===== config.mk =====
export PLATFORM = sky130hd
export DESIGN_NAME = pidl_cell
export DESIGN_NICKNAME = d
export VERILOG_FILES = /design/src/hw/rtl/pidl_pkg.sv /design/src/hw/rtl/pidl_cell.sv
export SDC_FILE = /design/constraint.sdc
export NUM_CORES = 1
export LEC_CHECK = 0
export BUFFER_PORTS_ARGS = -buffer_cell sky130_fd_sc_hd__buf_2
export CAP_MARGIN = 10
export CORE_MARGIN = 2
export CORE_UTILIZATION = 44
export DETAILED_ROUTE_END_ITERATION = 7
export PLACE_DENSITY_LB_ADDON = 0.15
export RECOVER_POWER = 25
export SYNTH_ARGS = -nofsm -noshare
export SYNTH_HDL_FRONTEND = slang
export SYNTH_SLANG_ARGS = --single-unit

===== constraint.sdc =====
create_clock -name clock -period 2.25 [get_ports clock]
set_input_delay 0.3375 -clock clock [delete_from_list [all_inputs] [get_ports clock]]
set_output_delay 0.3375 -clock clock [all_outputs]
set_load 0.01 [all_outputs]

===== src/hw/rtl/pidl_pkg.sv =====
// pidl_pkg: request and status codes and the per-cell control structs of the
// positional insert/delete list. No dependencies.
`default_nettype none

package pidl_pkg;

   localparam int DATA_W  = 32;
   localparam int POS_W   = 7;
   localparam int COUNT_W = 7;

   typedef logic [1:0] req_code_type;
   localparam req_code_type REQ_INSERT = 2'd0;
   localparam req_code_type REQ_DELETE = 2'd1;
   localparam req_code_type REQ_READ   = 2'd2;

   typedef logic [1:0] status_type;
   localparam status_type ST_OK    = 2'd0;
   localparam status_type ST_RANGE = 2'd1;
   localparam status_type ST_FULL  = 2'd2;
   localparam status_type ST_EMPTY = 2'd3;

   // command broadcast to every cell
   typedef struct packed {
      logic shift_up;
      logic shift_down;
      logic rd_load;
      logic rd_shift;
   } cell_cmd_type;

   // where a cell sits relative to the requested position
   typedef struct packed {
      logic at_pos;
      logic above_pos;
   } cell_sel_type;

endpackage

`default_nettype wire


===== src/hw/rtl/pidl_cell.sv =====
// pidl_cell: one list entry plus one stage of the read return chain.
// Depends on pidl_pkg for the command and select structs.
`default_nettype none

module pidl_cell (
   input  wire logic                               clock,
   input  wire pidl_pkg::cell_cmd_type             cmd,
   input  wire pidl_pkg::cell_sel_type             sel,
   input  wire logic signed [pidl_pkg::DATA_W-1:0] value,
   input  wire logic signed [pidl_pkg::DATA_W-1:0] left_data,
   input  wire logic signed [pidl_pkg::DATA_W-1:0] right_data,
   input  wire logic signed [pidl_pkg::DATA_W-1:0] right_rd,
   output logic signed [pidl_pkg::DATA_W-1:0]      data,
   output logic signed [pidl_pkg::DATA_W-1:0]      rd
);

   logic signed [pidl_pkg::DATA_W-1:0] data_ff, data_in;
   logic signed [pidl_pkg::DATA_W-1:0] rd_ff, rd_in;

   always_comb begin
      data_in = data_ff;
      if (cmd.shift_up && sel.at_pos) begin
         data_in = value;
      end else if (cmd.shift_up && sel.above_pos) begin
         data_in = left_data;
      end else if (cmd.shift_down && (sel.at_pos || sel.above_pos)) begin
         data_in = right_data;
      end
   end

   // only the addressed cell loads its word, then the chain drains toward cell 0
   always_comb begin
      rd_in = rd_ff;
      if (cmd.rd_load) begin
         rd_in = sel.at_pos ? data_ff : '0;
      end else if (cmd.rd_shift) begin
         rd_in = right_rd;
      end
   end

   always_ff @(posedge clock) begin
      data_ff <= data_in;
      rd_ff   <= rd_in;
   end

   assign data = data_ff;
   assign rd   = rd_ff;

endmodule

`default_nettype wire


==> out/metrics.csv <==
metric,value,unit
outcome,completed,
hpwlAfterDp,6540,µm
finalWorstSetupSlack,0.629,ns
hold_viol_final,0,
finalSetupTns,0,ns
syn_nets,361,
reg2reg_to,rd[15],
period_share,72.0,%
ys_seq_area_share,57.8,%
drive_gt1_share,44.8,%
gp_congestion,0.762,
postCtsSetupBuffers,0,
yosysUniqueCellTypes,18,
required,2.18,ns
cts.sinks,64,
synth_xor_area_share,0,%
nets,551,
stdcell_area,4490,µm²
grt_pass1_vias,2866,
die_x,90.9,µm
dp.cells,504,
grt.overflow.total,0,
maxSlewViolCount,0,
start_kind,input pin,
reg2reg_depth,1,
cp_slowest_cell,or2_1,
cts_tree,built,
core_area,7290,µm²
stdcell_count,520,
period_minus_slack,1.62,ns
grt_pass1_wl,14300,µm
crit_fanout,32,
antenna_left,0,
crit_end,rd[27],
via_count,2785,
rsz0062_at_grt,false,
maxSlewHeadroom,2.99,%
syn-cell-area,3330,µm²
max_cap_violations,0,
startpoint,cmd[1],
critPathMaxStageDelay,1.08,ns
synth_compound_gate_area_share,18.7,%
synthMuxAreaShare,0,%
viasPerCell,5.36,
multi_input_area,1240,µm²
path_class,input pin to flop,
fp-row-count,31,
nFillCells,658,
yosys_warnings,0,
finalSetupViolCount,0,
dpl_worst_slack,0.598,ns
hp-class,input pin to flop,
synth_top_family_by_area,compound AO/OA/AOI/OAI gates,
cts_buffers,9,
yosys.area_share.simple,18.5,%
die_h,90.9,µm
fp.dieArea,8270,µm²
initial_utilization,45.6,%
vdd_ir_drop_max,0.264,mV
routed_wl,9210,µm
synth_edf_count,64,
drc_errors,0,
htreeDepth,3,
async_flop_share,0,%
max_freq,617,MHz
synthAdderAreaFrac,0,%
worst_pin_slew,1.46,ns
crit_cells,2,
clkSlewWorstSetupHoldPaths,0.08,ns
clock_skew,0.0114,ns
firstDrtPassIters,4,
cellLeakagePower,1.96,nW
grt_max_degree,41,
cp_top_family,simple AND/OR/NAND/NOR gates,
drtIter0Drc,144,
seqCellArea,1920,µm²
worstPathCellList,buf_2 > or2_1,
worst-path-buf-inv,1,
placed_area,4350,µm²
syn_avg_cell_area,14.7,µm²
root_buffer,clkbuf_8,
cts_buffer_depth,2,
cp_data_arrival_time,1.55,ns
clk_latency,0.34,ns
p_per_area,674,nW/µm²
regToRegStartpoint,data[15],
area_growth,35.0,%
cts_resized,0,
track_usage,22.2,%
synth-seq-cells,64,
synth_ff_type,edfxtp_1,
place.port_buffers,198,
postCtsHoldBufs,0,
netlist_instances,226,
ioPinCount,199,
wl_per_cell,17.7,µm
antenna_found_initial,1,
end_kind,flop,
ff2ff_setup_slack,1.37,ns
==> per-layer routing <==
metal / track usage [%] / part of all wire [%] / up-vias
met4: 9.34 / 2.4 / 0
met1: 25.3 / 39 / 1317
met3: 4.98 / 7.1 / 18
met5: 0 / 0 / -
met2: 39.8 / 52 / 124
li1: - / - / 1326
==> cell type report <==
| cell class | count | share of cell area [%] |
|---|---|---|
| sequential | 64 | 42.8 |
| multi-input combinational | 133 | 27.5 |
| tap | 99 | 2.76 |
| clock inverter | 6 | 1.14 |
| clock buffer | 9 | 2.76 |
| inverter | 2 | 0.167 |
| timing repair buffer | 206 | 22.8 |
| antenna | 1 | 0.0557 |
==> placed cells by master, fill, tap and decap left out <==
master and instances:
buf_2 168, edfxtp_1 64, nand4bb_1 32, nand3b_1 31, o211a_1 31, a22o_1 31, clkbuf_1 31, clkbuf_8 9
buf_4 6, clkinv_1 3, inv_1 2, clkinv_2 2, diode_2 1, o21a_4 1, nand3_1 1, o21ai_1 1
and2_1 1, o22a_1 1, or2_1 1, nand2_1 1, o221a_1 1, bufinv_16 1, buf_12 1
==> how the worst min path moves through the flow <==
stage	startpoint	to	slack, ns	cells after the start
2_1_floorplan	cmd[1]	rd[30]	0.54	1
3_3_place_gp	data[31]	rd[31]	0.54	1
3_5_place_dp	data[18]	rd[18]	0.55	1
4_1_cts	right_rd[22]	rd[22]	0.28	2
5_1_grt	right_rd[4]	rd[4]	0.30	2
6_report	right_rd[22]	rd[22]	0.30	2
==> power by group <==
group | switching [mW] | total [mW] | internal, mW
combinational | 0.294 | 0.576 | 0.282
clock | 0.415 | 0.905 | 0.490
sequential | 0.0601 | 1.54 | 1.48
total | 0.769 | 3.02 | 2.25
==> cell families (layout without fill, tap and decap cells) <==
| group | count (synthesis) | in the layout |
|---|---|---|
| AO/OA/AOI/OAI | 66 | 66 |
| buffers and inverters | 29 | 223 |
| flip-flops | 64 | 64 |
| other | 0 | 1 |
| AND/OR/NAND/NOR | 67 | 67 |
==> Yosys cell counts (2+ instances only) <==
library cell | instances | area share (%)
nand4bb_1 | 32 | 11
buf_2 | 14 | 2.1
o211a_1 | 31 | 9.3
edfxtp_1 | 64 | 58
clkbuf_1 | 7 | 0.79
nand3b_1 | 31 | 7.0
a22o_1 | 31 | 8.2
buf_6 | 5 | 1.7
inv_1 | 2 | 0.23
==> sequential cells by signal, summed over array words and instances, names as in the netlist <==
signal and count:
data 32, rd 32
==> metrics by stage <==
stage	utilization [%]	total power [mW]	hold slack (ns)
finish	61.6	3.02	0.295
global route	61.5	3.17	0.299
detailed placement	59.7	2.16	0.549
floorplan	-	1.86	0.540
global placement	59.7	2.15	0.538
CTS	62.1	3.07	0.283
Note: power is estimated with default switching activity, not from simulation.
